===== src/design/bmm_pkg.sv =====
// ----------------------------------------------------------------------------
// bmm_pkg
// Shared types and constants for the bipartite maximum matching block.
// ----------------------------------------------------------------------------
package bmm_pkg;

   localparam int VERTICES = 16;
   // Rows and right vertices are indexed by a 4-bit field.
   localparam int SIDE_MAX = 16;
   localparam int SIDE_CAP = (VERTICES < SIDE_MAX) ? VERTICES : SIDE_MAX;
   localparam logic [4:0] SIDE_CAP_W  = 5'(SIDE_CAP);
   localparam logic [4:0] DEPTH_MAX_W = 5'(SIDE_MAX);
   localparam logic [4:0] ACTIVE_RESET = 5'd16;

   typedef struct packed {
      logic [3:0]  left_vertex;
      logic [15:0] neighbours;
      logic        last_row;
   } req_type;

   typedef struct packed {
      logic [3:0] right_vertex;
      logic [3:0] owner;
      logic       is_matched;
      logic [4:0] matching_size;
      logic       last;
   } rsp_type;

   typedef struct packed {
      logic load;
      logic begin_match;
      logic init_try;
      logic step;
      logic commit;
      logic next_u;
      logic emit_init;
      logic emit;
   } dp_cmd_type;

   typedef struct packed {
      logic dead_end;
      logic free_hit;
      logic depth_one;
      logic last_u;
      logic last_emit;
      logic out_free;
   } dp_status_type;

endpackage


===== src/design/bipartite_max_matching_top.sv =====
// ----------------------------------------------------------------------------
// bipartite_max_matching_top
// Kuhn augmenting-path maximum matching over a loaded bipartite graph.
// ----------------------------------------------------------------------------
// Rows are taken while idle; the row with the last mark starts the matching.
// Each left vertex then passes a try state, one search step per stack push, pop
// or free right vertex found, one commit per frame on the path, and a next state.
// Results then leave one per cycle for n right vertices unless stalled.
// Synchronous active-high reset clears control, matching state and sets the
// vertex count to 16; stored rows are undefined until loaded.
module bipartite_max_matching_top (
   input  logic              clock,
   input  logic              reset,
   input  logic              req_valid,
   output logic              req_stall,
   input  bmm_pkg::req_type  req_data,
   output logic              rsp_valid,
   input  logic              rsp_stall,
   output bmm_pkg::rsp_type  rsp_data,
   input  logic              csr_valid,
   output logic              csr_ready,
   input  logic [4:0]        csr_data
);

   bmm_pkg::dp_cmd_type    cmd;
   bmm_pkg::dp_status_type status;

   assign csr_ready = 1'b1;

   bmm_controller u_ctl (
      .clock        (clock),
      .reset        (reset),
      .req_valid    (req_valid),
      .req_last_row (req_data.last_row),
      .status       (status),
      .req_stall    (req_stall),
      .cmd          (cmd)
   );

   bmm_datapath u_dp (
      .clock     (clock),
      .reset     (reset),
      .req_data  (req_data),
      .csr_valid (csr_valid),
      .csr_data  (csr_data),
      .rsp_stall (rsp_stall),
      .cmd       (cmd),
      .status    (status),
      .rsp_valid (rsp_valid),
      .rsp_data  (rsp_data)
   );

endmodule


===== src/design/bmm_controller.sv =====
// ----------------------------------------------------------------------------
// bmm_controller
// Sequencer for row loading, augmenting-path search, path commit and emit.
// ----------------------------------------------------------------------------
module bmm_controller (
   input  logic                   clock,
   input  logic                   reset,
   input  logic                   req_valid,
   input  logic                   req_last_row,
   input  bmm_pkg::dp_status_type status,
   output logic                   req_stall,
   output bmm_pkg::dp_cmd_type    cmd
);

   localparam logic [2:0] ST_IDLE   = 3'd0;
   localparam logic [2:0] ST_TRY    = 3'd1;
   localparam logic [2:0] ST_SEARCH = 3'd2;
   localparam logic [2:0] ST_COMMIT = 3'd3;
   localparam logic [2:0] ST_NEXT   = 3'd4;
   localparam logic [2:0] ST_EMIT   = 3'd5;

   logic [2:0] state_ff;
   logic [2:0] state_in;

   always_comb begin
      state_in  = state_ff;
      cmd       = '0;
      req_stall = 1'b1;
      case (state_ff)
         ST_IDLE: begin
            req_stall = 1'b0;
            if (req_valid) begin
               cmd.load = 1'b1;
               if (req_last_row) begin
                  cmd.begin_match = 1'b1;
                  state_in        = ST_TRY;
               end
            end
         end
         ST_TRY: begin
            cmd.init_try = 1'b1;
            state_in     = ST_SEARCH;
         end
         ST_SEARCH: begin
            cmd.step = 1'b1;
            if (status.dead_end) begin
               if (status.depth_one) begin
                  state_in = ST_NEXT;
               end
            end else if (status.free_hit) begin
               state_in = ST_COMMIT;
            end
         end
         ST_COMMIT: begin
            // Pair one frame per cycle, top down.
            cmd.commit = 1'b1;
            if (status.depth_one) begin
               state_in = ST_NEXT;
            end
         end
         ST_NEXT: begin
            if (status.last_u) begin
               cmd.emit_init = 1'b1;
               state_in      = ST_EMIT;
            end else begin
               cmd.next_u = 1'b1;
               state_in   = ST_TRY;
            end
         end
         ST_EMIT: begin
            if (status.out_free) begin
               cmd.emit = 1'b1;
               if (status.last_emit) begin
                  state_in = ST_IDLE;
               end
            end
         end
         default: begin
            state_in = ST_IDLE;
         end
      endcase
   end

   always_ff @(posedge clock) begin
      if (reset) begin
         state_ff <= ST_IDLE;
      end else begin
         state_ff <= state_in;
      end
   end

endmodule


===== src/design/bmm_datapath.sv =====
// ----------------------------------------------------------------------------
// bmm_datapath
// Adjacency rows, search stack, matching state and result register.
// ----------------------------------------------------------------------------
module bmm_datapath (
   input  logic                   clock,
   input  logic                   reset,
   input  bmm_pkg::req_type       req_data,
   input  logic                   csr_valid,
   input  logic [4:0]             csr_data,
   input  logic                   rsp_stall,
   input  bmm_pkg::dp_cmd_type    cmd,
   output bmm_pkg::dp_status_type status,
   output logic                   rsp_valid,
   output bmm_pkg::rsp_type       rsp_data
);

   logic [15:0] adj_ff [16];
   logic [3:0]  partner_ff [16];
   logic [3:0]  stack_vertex_ff [16];
   logic [4:0]  stack_next_ff [16];
   logic [15:0] taken_ff;
   logic [15:0] visited_ff;
   logic [4:0]  depth_ff;
   logic [4:0]  size_ff;
   logic [4:0]  active_ff;
   logic [4:0]  n_ff;
   logic [3:0]  u_ff;
   logic [3:0]  emit_idx_ff;
   logic        rsp_valid_ff;
   bmm_pkg::rsp_type rsp_ff;

   logic [4:0]  n_sat;
   logic [4:0]  depth_dec;
   logic [3:0]  top_idx;
   logic [3:0]  cur_v;
   logic [4:0]  cur_next;
   logic [15:0] cur_row;
   logic [15:0] cand;
   logic [3:0]  hit_idx;
   logic        found;
   logic [3:0]  rd_addr;
   logic [3:0]  part_rd;
   logic [4:0]  commit_r;
   logic [4:0]  n_dec;
   logic        row_ok;

   always_comb begin
      if (active_ff == 5'd0) begin
         n_sat = 5'd1;
      end else if (active_ff > bmm_pkg::SIDE_CAP_W) begin
         n_sat = bmm_pkg::SIDE_CAP_W;
      end else begin
         n_sat = active_ff;
      end
   end

   assign row_ok    = ({1'b0, req_data.left_vertex} < bmm_pkg::SIDE_CAP_W);
   assign depth_dec = depth_ff - 5'd1;
   assign top_idx   = depth_dec[3:0];
   assign cur_v     = stack_vertex_ff[top_idx];
   assign cur_next  = stack_next_ff[top_idx];
   assign cur_row   = adj_ff[cur_v];
   assign commit_r  = cur_next - 5'd1;
   assign n_dec     = n_ff - 5'd1;

   // Candidates: neighbour, not visited, active, at or past the resume index.
   always_comb begin
      for (int i = 0; i < 16; i++) begin
         cand[i] = cur_row[i] & ~visited_ff[i] & (5'(i) < n_ff) & (5'(i) >= cur_next);
      end
      hit_idx = 4'd0;
      for (int i = 15; i >= 0; i--) begin
         if (cand[i]) begin
            hit_idx = 4'(i);
         end
      end
      found = |cand;
   end

   assign rd_addr = cmd.emit ? emit_idx_ff : hit_idx;
   assign part_rd = partner_ff[rd_addr];

   assign status.dead_end  = ~found;
   assign status.free_hit  = found & ~taken_ff[hit_idx];
   assign status.depth_one = (depth_ff == 5'd1);
   assign status.last_u    = ({1'b0, u_ff} == n_dec);
   assign status.last_emit = ({1'b0, emit_idx_ff} == n_dec);
   assign status.out_free  = ~rsp_valid_ff | ~rsp_stall;

   always_ff @(posedge clock) begin
      if (cmd.load && row_ok) begin
         adj_ff[req_data.left_vertex] <= req_data.neighbours;
      end
      if (cmd.begin_match) begin
         n_ff <= n_sat;
      end
      if (cmd.init_try) begin
         stack_vertex_ff[0] <= u_ff;
         stack_next_ff[0]   <= 5'd0;
      end
      if (cmd.step && found) begin
         stack_next_ff[top_idx] <= {1'b0, hit_idx} + 5'd1;
         if (taken_ff[hit_idx] && depth_ff != bmm_pkg::DEPTH_MAX_W) begin
            stack_vertex_ff[depth_ff[3:0]] <= part_rd;
            stack_next_ff[depth_ff[3:0]]   <= 5'd0;
         end
      end
      if (cmd.commit) begin
         partner_ff[commit_r[3:0]] <= cur_v;
      end
      if (cmd.emit) begin
         rsp_ff.right_vertex  <= emit_idx_ff;
         rsp_ff.owner         <= taken_ff[emit_idx_ff] ? part_rd : 4'd0;
         rsp_ff.is_matched    <= taken_ff[emit_idx_ff];
         rsp_ff.matching_size <= size_ff;
         rsp_ff.last          <= status.last_emit;
      end
   end

   always_ff @(posedge clock) begin
      if (reset) begin
         active_ff    <= bmm_pkg::ACTIVE_RESET;
         taken_ff     <= '0;
         visited_ff   <= '0;
         depth_ff     <= 5'd0;
         size_ff      <= 5'd0;
         u_ff         <= 4'd0;
         emit_idx_ff  <= 4'd0;
         rsp_valid_ff <= 1'b0;
      end else begin
         if (csr_valid) begin
            active_ff <= csr_data;
         end
         if (cmd.begin_match) begin
            taken_ff <= '0;
            size_ff  <= 5'd0;
            u_ff     <= 4'd0;
         end
         if (cmd.init_try) begin
            visited_ff <= '0;
            depth_ff   <= 5'd1;
         end
         if (cmd.step) begin
            if (found) begin
               visited_ff[hit_idx] <= 1'b1;
               if (!taken_ff[hit_idx]) begin
                  size_ff <= size_ff + 5'd1;
               end else if (depth_ff != bmm_pkg::DEPTH_MAX_W) begin
                  depth_ff <= depth_ff + 5'd1;
               end
            end else begin
               // Dead end: drop the frame.
               depth_ff <= depth_dec;
            end
         end
         if (cmd.commit) begin
            taken_ff[commit_r[3:0]] <= 1'b1;
            depth_ff <= depth_dec;
         end
         if (cmd.next_u) begin
            u_ff <= u_ff + 4'd1;
         end
         if (cmd.emit_init) begin
            emit_idx_ff <= 4'd0;
         end
         if (cmd.emit) begin
            emit_idx_ff  <= emit_idx_ff + 4'd1;
            rsp_valid_ff <= 1'b1;
         end else if (!rsp_stall) begin
            rsp_valid_ff <= 1'b0;
         end
      end
   end

   assign rsp_valid = rsp_valid_ff;
   assign rsp_data  = rsp_ff;

`ifndef SYNTHESIS
   assert property (@(posedge clock) disable iff (reset)
      depth_ff <= bmm_pkg::DEPTH_MAX_W)
      else $error("search stack overflow");

   assert property (@(posedge clock) disable iff (reset)
      cmd.step |-> depth_ff != 5'd0)
      else $error("search step on empty stack");

   assert property (@(posedge clock) disable iff (reset)
      cmd.commit |-> cur_next != 5'd0)
      else $error("commit of a frame with no chosen right vertex");

   assert property (@(posedge clock) disable iff (reset)
      cmd.emit |-> $countones(taken_ff) == 32'(size_ff))
      else $error("matching size disagrees with taken right vertices");
`endif

endmodule


===== config.mk =====
export PLATFORM = sky130hd
export DESIGN_NAME = bipartite_max_matching_top
export DESIGN_NICKNAME = d
export VERILOG_FILES = /design/src/design/bmm_pkg.sv /design/src/design/bipartite_max_matching_top.sv /design/src/design/bmm_controller.sv /design/src/design/bmm_datapath.sv
export SDC_FILE = /design/constraint.sdc
export NUM_CORES = 1
export LEC_CHECK = 0
export BUFFER_PORTS_ARGS = -buffer_cell sky130_fd_sc_hd__buf_4
export CAP_MARGIN = 20
export CORE_MARGIN = 4
export CORE_UTILIZATION = 47
export CTS_CLUSTER_SIZE = 12
export DETAILED_ROUTE_END_ITERATION = 16
export SKIP_CTS_REPAIR_TIMING = 1
export SLEW_MARGIN = 25
export SYNTH_ARGS = -nofsm -noshare
export SYNTH_HDL_FRONTEND = slang
export SYNTH_HIERARCHICAL = 1
export SYNTH_SLANG_ARGS = --single-unit
export TNS_END_PERCENT = 10

===== constraint.sdc =====
create_clock -name clock -period 8.5 [get_ports clock]
set_clock_uncertainty 0.15 [all_clocks]
set_input_delay 2.125 -clock clock [delete_from_list [all_inputs] [get_ports clock]]
set_output_delay 2.125 -clock clock [all_outputs]
set_load 0.01 [all_outputs]

* Word level (Yosys, flattened, before mapping)
Memories as Yosys holds them, arrays and structs flattened. Index checks and enable logic that the tools add are counted.
Word-level totals: bits in registers 79, RAM bits 464, input port bits 31, output and inout port bits 18, memories 4
Operators by class: add/subtract/negate cells 8, $lt $le $gt $ge 38, equality and inequality tests 15, mux-type cells 87, bitwise logic cells 71, reductions and logical operators 13
Memory list:
- u_dp.adj_ff | words 16, bits a word 16, read ports 1, clocked after Yosys merged registers in 0, write ports 1, RTL line bmm_datapath.sv:18 | logic [15:0] adj_ff [16];
- u_dp.stack_next_ff | words 16, bits a word 5, read ports 1, clocked after Yosys merged registers in 0, write ports 2, RTL line bmm_datapath.sv:21 | logic [4:0] stack_next_ff [16];
- u_dp.partner_ff | words 16, bits a word 4, read ports 1, clocked after Yosys merged registers in 0, write ports 1, RTL line bmm_datapath.sv:19 | logic [3:0] partner_ff [16];
- u_dp.stack_vertex_ff | words 16, bits a word 4, read ports 1, clocked after Yosys merged registers in 0, write ports 1, RTL line bmm_datapath.sv:20 | logic [3:0] stack_vertex_ff [16];
Operator list (count):
- $mux W16 | 7
- $mux W4 | 24
- $mux W5 | 12
- $and A1 B1 Y1 | 49
- $ge A4 B5 Y1 const A | 8
- $lt A4 B5 Y1 const A | 8
- $or A16 B16 Y16 | 2
- $mux W1 | 28
- $mux W3 | 8
- $ge A3 B5 Y1 const A | 4
- $lt A3 B5 Y1 const A | 4
- $not A1 Y1 | 19
- $pmux W3 S6 | 1
- $reduce_or A16 Y1 | 1
- $lt A4 B5 Y1 const B | 3
- $add A5 B1 Y5 const B | 2
- $eq A4 B5 Y1 | 2
- $ge A1 B5 Y1 const A | 2
- $ge A2 B5 Y1 const A | 2
- $lt A1 B5 Y1 const A | 2
- $lt A2 B5 Y1 const A | 2
- $sub A5 B1 Y5 const B | 2
- $add A4 B1 Y4 const B | 2
- $bmux W1 S4 | 2
- 23 further kinds | 36

* Depth between registers and ports, before layout
An unclocked memory read counts as a cell.
depth in word-level cells 30, depth in mapped cells 31, gate-level depth less buffers 21

* By module
The synthesis kept the hierarchy.
By module, submodules not included:
- bmm_datapath | times used 1, cells each 1858, area an instance 23845.4 sq um, seq. area each 14854.2 sq um
- bmm_controller | times used 1, cells each 30, area an instance 231.5 sq um, seq. area each 60.1 sq um
- bipartite_max_matching_top | times used 1, cells each 2, area an instance 11.3 sq um, seq. area each 0.0 sq um

* Least setup slack after synthesis
OpenSTA, ideal clock, no wires.
kind flip-flop to flip-flop, start register u_dp.depth_ff[0], end memory u_dp.stack_vertex_ff[10][0] (data pin), setup time 0.307 ns, data arrival time 6.405 ns, required time 8.043 ns, path slack 1.638 ns, cell stages (with the launch flop) 31, buffers on the path 11, cell sequence dfxtp_1 -> buf_4 -> buf_4 -> buf_2 -> buf_4 -> inv_1 -> ha_1 -> buf_2 -> buf_2 -> mux4_2 -> mux2i_1 -> mux2_2 -> inv_2 -> buf_2 -> buf_2 -> buf_2 -> mux2i_1 -> nor3_1 -> o31ai_1 -> a21boi_0 -> or2_2 -> or3b_2 -> nand4_1 -> o21a_1 -> buf_2 -> buf_2 -> mux2i_1 -> mux2i_1 -> a22o_1 -> a221oi_1 -> inv_1
On the way: elaborated cells on any way between the ends 97, those cells by class add/sub: 1; order compare: 16; eq/ne: 1; mux: 23; bitwise: 48; reduce/logical: 4; memory: 4
RTL lines:
- start, declared | RTL line bmm_datapath.sv:24 | logic [4:0] depth_ff;
- start signal, assigned | RTL line bmm_datapath.sv:150 | depth_ff <= depth_ff + 5'd1;
- start signal, assigned | RTL line bmm_datapath.sv:154 | depth_ff <= depth_dec;
- start signal, assigned | RTL line bmm_datapath.sv:159 | depth_ff <= depth_dec;
- $sub A5 B1 Y5 (*) | RTL line bmm_datapath.sv:59 | assign depth_dec = depth_ff - 5'd1;
- $mem_v2 Z16 W4
- $mem_v2 Z16 W16
- $and A1 B1 Y1 (3 in series) | RTL line bmm_datapath.sv:70 | cand[i] = cur_row[i] & ~visited_ff[i] & (5'(i) < n_ff) & (5'(i) >= cur_next);
- $mux W4 (15 in series) | RTL line bmm_datapath.sv:74 | if (cand[i]) begin
- $mux W4 (*) | RTL line bmm_datapath.sv:74
- $mux W4 (*) | RTL line bmm_datapath.sv:81 | assign rd_addr = cmd.emit ? emit_idx_ff : hit_idx;
- $mem_v2 Z16 W4 (*)
- named net u_dp.part_rd[0] | RTL line bmm_datapath.sv:43 | logic [3:0] part_rd;
- $mux W4 (no line) (*)
- end, declared | RTL line bmm_datapath.sv:20
Mark *: on every way through the listed nets, which the timed path passes. The rest lies on a longest branch. The select of a mux whose other input is x is not followed.

* Final worst setup path
start register u_dp.depth_ff[0], end memory u_dp.stack_vertex_ff[7][3], enable pin
On the way: longest elaborated chain between the ends 30, elaborated cells on any way between the ends 96, those cells by class add/sub: 1; order compare: 16; eq/ne: 1; mux: 23; bitwise: 48; reduce/logical: 4; memory: 3
RTL lines:
- $sub A5 B1 Y5 | RTL line bmm_datapath.sv:59
- $mem_v2 Z16 W4
- $mem_v2 Z16 W16
- $and A1 B1 Y1 (3 in series) | RTL line bmm_datapath.sv:70
- $mux W4 (16 in series) | RTL line bmm_datapath.sv:74
- $bmux W1 S4 | RTL line bmm_datapath.sv:104 | if (taken_ff[hit_idx] && depth_ff != bmm_pkg::DEPTH_MAX_W) begin
- $mux W1 (not written as such) | RTL line bmm_datapath.sv:104
- $logic_and A1 B1 Y1 | RTL line bmm_datapath.sv:104
- $mux W1 | RTL line bmm_datapath.sv:104
- $mux W1 | RTL line bmm_datapath.sv:102 | if (cmd.step && found) begin
- $mux W1 (not written as such) | RTL line bmm_datapath.sv:105 | stack_vertex_ff[depth_ff[3:0]] <= part_rd;
- $reduce_or A4 Y1 (no line)
- $mux W4 (no line) or $mux W1 (tied branches)
Parallel ways exist; a longest one is shown, timed or not. The select of a mux whose other input is x is not followed.

==> impl_metrics.sql <==
INSERT INTO impl_metrics (metric_group, metric, value, unit) VALUES
('run_status', 'run_status', 'finished clean', ''),
('cts', 'clock_tree_from_tritoncts', 'built', ''),
('grt', 'first_global_vias', '15500', ''),
('sta', 'report.final.slew_viol_count', '0', ''),
('logic_synthesis', 'async_flop_share', '0', '%'),
('route', 'highest-signal-layer', 'met4', ''),
('logic_synthesis', 'synthesis.area_per_instance', '12.7', 'sq um'),
('sta', 'max_slew.worst_pin.slew', '987', 'ps'),
('placement', 'io_buffers', '47', ''),
('floorplanning', 'initial_cell_density_of_the_core', '47.8', '%'),
('setup_path', 'cp_data_required_time', '8590', 'ps'),
('logic_synthesis', 'ys_dominant_reg_cell', 'sky130_fd_sc_hd__edfxtp_1', ''),
('sta', 'finalHoldWorstSlack', '337', 'ps'),
('setup_path', 'regToRegSetupSlack', '680', 'ps'),
('logic_synthesis', 'netlist_top_cells_area', 'sky130_fd_sc_hd__edfxtp_1 (50%), sky130_fd_sc_hd__dfxtp_1 (12%), sky130_fd_sc_hd__mux2i_1 (7.6%)', ''),
('logic_synthesis', 'synth_cell_types', '91', ''),
('route', 'dr.first_iter.drc_count', '1483', ''),
('layout', 'number_of_antenna_repair_diodes', '0', ''),
('layout', 'finalCoreUtilization', '54.0', '%'),
('cts', 'cts-root-buf', 'sky130_fd_sc_hd__clkbuf_16', ''),
('placement', 'placed_cells', '2573', ''),
('grt', 'initial_antenna_violation_count', '0', ''),
('logic_synthesis', 'synth_seq_area_share', '61.9', '%'),
('cts', 'cts.sink_count', '543', ''),
('setup_path', 'timing.rr.end', 'u_dp/stack_vertex_ff[7][3]', ''),
('min_path', 'hp-start', 'u_dp/size_ff[4]', ''),
('placement', 'gp_congestion', '0.915', ''),
('sta', 'setup_repair_after_global_routing_missed_its_margin', 'false', ''),
('setup_path', 'worst_setup_path_start_kind', 'flip-flop', ''),
('route', 'route.detailed.vias_per_inst', '5.95', ''),
('cts', 'clock_tree.htree_level_count', '2', ''),
('layout', 'final_layout_size_suffix_gt1_share', '15.8', '%'),
('grt', 'track_usage', '23.0', '%'),
('route', 'route.vias.total', '15900', ''),
('sta', 'timing_hold_violations_final', '0', ''),
('floorplanning', 'fp.coreArea', '0.0504', 'sq mm'),
('route', 'detail_route.wl_per_cell', '23.8', 'microns'),
('min_path', 'min-delay-path-class', 'reg -> reg', ''),
('route', 'detail-route-antenna-nets', '0', ''),
('grt', 'grt.overflow.total', '0', ''),
('layout', 'num-nets-final', '2009', ''),
('sta', 'clock.fmax', '128', 'MHz'),
('setup_path', 'rr_worst_depth', '16', ''),
('sta', 'period_needed', '7820', 'ps'),
('logic_synthesis', 'netlist_area', '0.0241', 'sq mm'),
('grt', 'grt_start_max_net_pins', '58', ''),
('route', 'met2RoutedLength', '30.2', 'mm'),
('logic_synthesis', 'synth_enable_flop_cells', '404', ''),
('min_path', 'worstHoldEndpoint', 'u_dp/rsp_data[5]', ''),
('layout', 'fillCellCount', '4224', ''),
('grt', 'grt_pass1_wl', '95.9', 'mm'),
('layout', 'area.growth.synth_to_final', '13.0', '%'),
('cts', 'cts_made_buffers', '58', ''),
('logic_synthesis', 'synth.largest_area_cell', 'sky130_fd_sc_hd__edfxtp_1', ''),
('logic_synthesis', 'synthMostInstantiatedCell', 'sky130_fd_sc_hd__edfxtp_1', ''),
('logic_synthesis', 'ys_ff_latch', '543', ''),
('floorplanning', 'placement_rows', '82', ''),
('logic_synthesis', 'post_syn_nets', '1938', ''),
('cts', 'register_clock_pin_slew_on_the_reported_worst_setup_and_hold_paths', '60', 'ps'),
('route', 'drt_first_pass_iters', '5', ''),
('floorplanning', 'die_area', '0.0549', 'sq mm'),
('logic_synthesis', 'synth_warnings', '6', ''),
('run', 'maxCapViolCount', '0', ''),
('route', 'detail_route.drc_violations', '0', ''),
('setup_path', 'crit-reg2reg-launch', 'u_dp/depth_ff[0]', ''),
('min_path', 'worstHoldPathCells', '0', ''),
('route', 'routedLengthMet1', '27.6', 'mm'),
('cts', 'max-clock-path-buffers', '3', ''),
('setup_path', 'critPathCaptureType', 'flip-flop', ''),
('setup_path', 'arrival', '7910', 'ps'),
('floorplanning', 'die-height', '234', 'microns');
[critical path: stages, from the launching register on]
cell and delay, ps:
sky130_fd_sc_hd__dfxtp_2 720, sky130_fd_sc_hd__inv_1 210, sky130_fd_sc_hd__ha_1 380, sky130_fd_sc_hd__xor2_4 590, sky130_fd_sc_hd__mux2i_1 230, sky130_fd_sc_hd__mux2i_4 770
sky130_fd_sc_hd__inv_2 390, sky130_fd_sc_hd__or4_1 560, sky130_fd_sc_hd__or3_1 390, sky130_fd_sc_hd__a311oi_1 480, sky130_fd_sc_hd__o311ai_1 220, sky130_fd_sc_hd__a211o_1 490
sky130_fd_sc_hd__o21ai_1 200, sky130_fd_sc_hd__a21oi_1 160, sky130_fd_sc_hd__or4_1 630, sky130_fd_sc_hd__buf_4 290, sky130_fd_sc_hd__nor3_2 570
[worst max-delay path by stage]
| stage | start | to | slack, ps | cells after the start |
|---|---|---|---|---|
| detailed placement | u_dp/depth_ff[0] | u_dp/stack_vertex_ff[7][3] | 790 | 16 |
| CTS | u_dp/depth_ff[0] | u_dp/stack_vertex_ff[7][3] | 750 | 16 |
| global placement | u_dp/depth_ff[0] | u_dp/stack_vertex_ff[10][3] | 910 | 16 |
| global route | u_dp/depth_ff[0] | u_dp/stack_vertex_ff[7][3] | 290 | 16 |
| floorplan | u_dp/depth_ff[0] | u_dp/stack_vertex_ff[10][0] | 1640 | 30 |
| finish | u_dp/depth_ff[0] | u_dp/stack_vertex_ff[7][3] | 680 | 16 |
[metrics by stage]
step	setup slack, ps	instance area (sq um)
global route	287	27200
CTS	749	27200
finish	680	27200
floorplan	1640	24100
detailed placement	791	25400
global placement	911	25400
[logic make-up (layout without fill, tap and decap cells)]
| group | after synthesis | in the layout | synth area share [%] |
|---|---|---|---|
| other | 1 | 1 | 0.0156 |
| AND/OR/NAND/NOR | 617 | 617 | 12.8 |
| multiplexers | 238 | 238 | 12.2 |
| AO/OA/AOI/OAI | 295 | 295 | 8.54 |
| flip-flops | 543 | 543 | 61.9 |
| adder cells (fa/ha/maj) | 17 | 17 | 0.883 |
| XOR/XNOR | 18 | 18 | 0.654 |
| buffers and inverters | 161 | 274 | 3.00 |
[sequential cells by signal (all words and copies together), names as in the netlist, 3 cells and up]
name / cells
u_dp/adj_ff: 256
u_dp/taken_ff: 16
u_dp/u_ff: 4
u_dp/n_ff: 5
u_dp/size_ff: 5
u_dp/emit_idx_ff: 4
u_dp/stack_next_ff: 80
u_dp/depth_ff: 5
u_dp/active_ff: 5
u_dp/visited_ff: 16
u_ctl/state_ff: 3
u_dp/stack_vertex_ff: 64
u_dp/rsp_data: 15
u_dp/partner_ff: 64
[cell usage in the layout (no fill, tap or decap), types with 8 or more instances in the layout]
master	instances
sky130_fd_sc_hd__a2111oi_0	8
sky130_fd_sc_hd__a211oi_1	55
sky130_fd_sc_hd__a21oi_1	89
sky130_fd_sc_hd__a22oi_1	9
sky130_fd_sc_hd__a31oi_1	10
sky130_fd_sc_hd__and2_1	16
sky130_fd_sc_hd__and3_1	19
sky130_fd_sc_hd__buf_4	111
sky130_fd_sc_hd__clkbuf_1	16
sky130_fd_sc_hd__clkbuf_16	59
sky130_fd_sc_hd__clkinv_1	9
sky130_fd_sc_hd__dfxtp_1	138
sky130_fd_sc_hd__edfxtp_1	404
sky130_fd_sc_hd__ha_1	17
sky130_fd_sc_hd__inv_1	49
sky130_fd_sc_hd__mux2_2	12
sky130_fd_sc_hd__mux2i_1	182
sky130_fd_sc_hd__mux4_2	43
sky130_fd_sc_hd__nand2_1	166
sky130_fd_sc_hd__nand2b_1	12
sky130_fd_sc_hd__nand3_1	70
sky130_fd_sc_hd__nand3b_1	9
sky130_fd_sc_hd__nand4_1	8
sky130_fd_sc_hd__nor2_1	162
sky130_fd_sc_hd__nor2_2	13
sky130_fd_sc_hd__nor2b_1	35
sky130_fd_sc_hd__nor3_1	28
sky130_fd_sc_hd__nor3_2	9
sky130_fd_sc_hd__nor3_4	10
sky130_fd_sc_hd__nor4_1	21
sky130_fd_sc_hd__o21a_1	10
sky130_fd_sc_hd__o21ai_0	20
sky130_fd_sc_hd__xnor2_1	8
sky130_fd_sc_hd__xor2_1	9
[per-layer routing]
metal | vias to the layer above | global-route usage (%)
met3 | 122 | 3.81
met5 | - | 0
met4 | 0 | 5.98
met1 | 7954 | 31.9
li1 | 7247 | -
met2 | 599 | 37.9
[layout make-up]
class                           count  area, sq um  share of cell area, %
Clock buffer                       77         1560                   5.75
Tap cell                          672          841                   3.09
Inverter                           57          214                  0.786
Timing Repair Buffer              115          913                   3.36
Multi-Input combinational cell   1186         8540                   31.4
Clock inverter                     25          224                  0.823
Sequential cell                   543        14900                   54.8
Power is left out: the tool's default activity adds up to more than one toggle a clock period on the data nets, which glitch-free logic cannot reach.
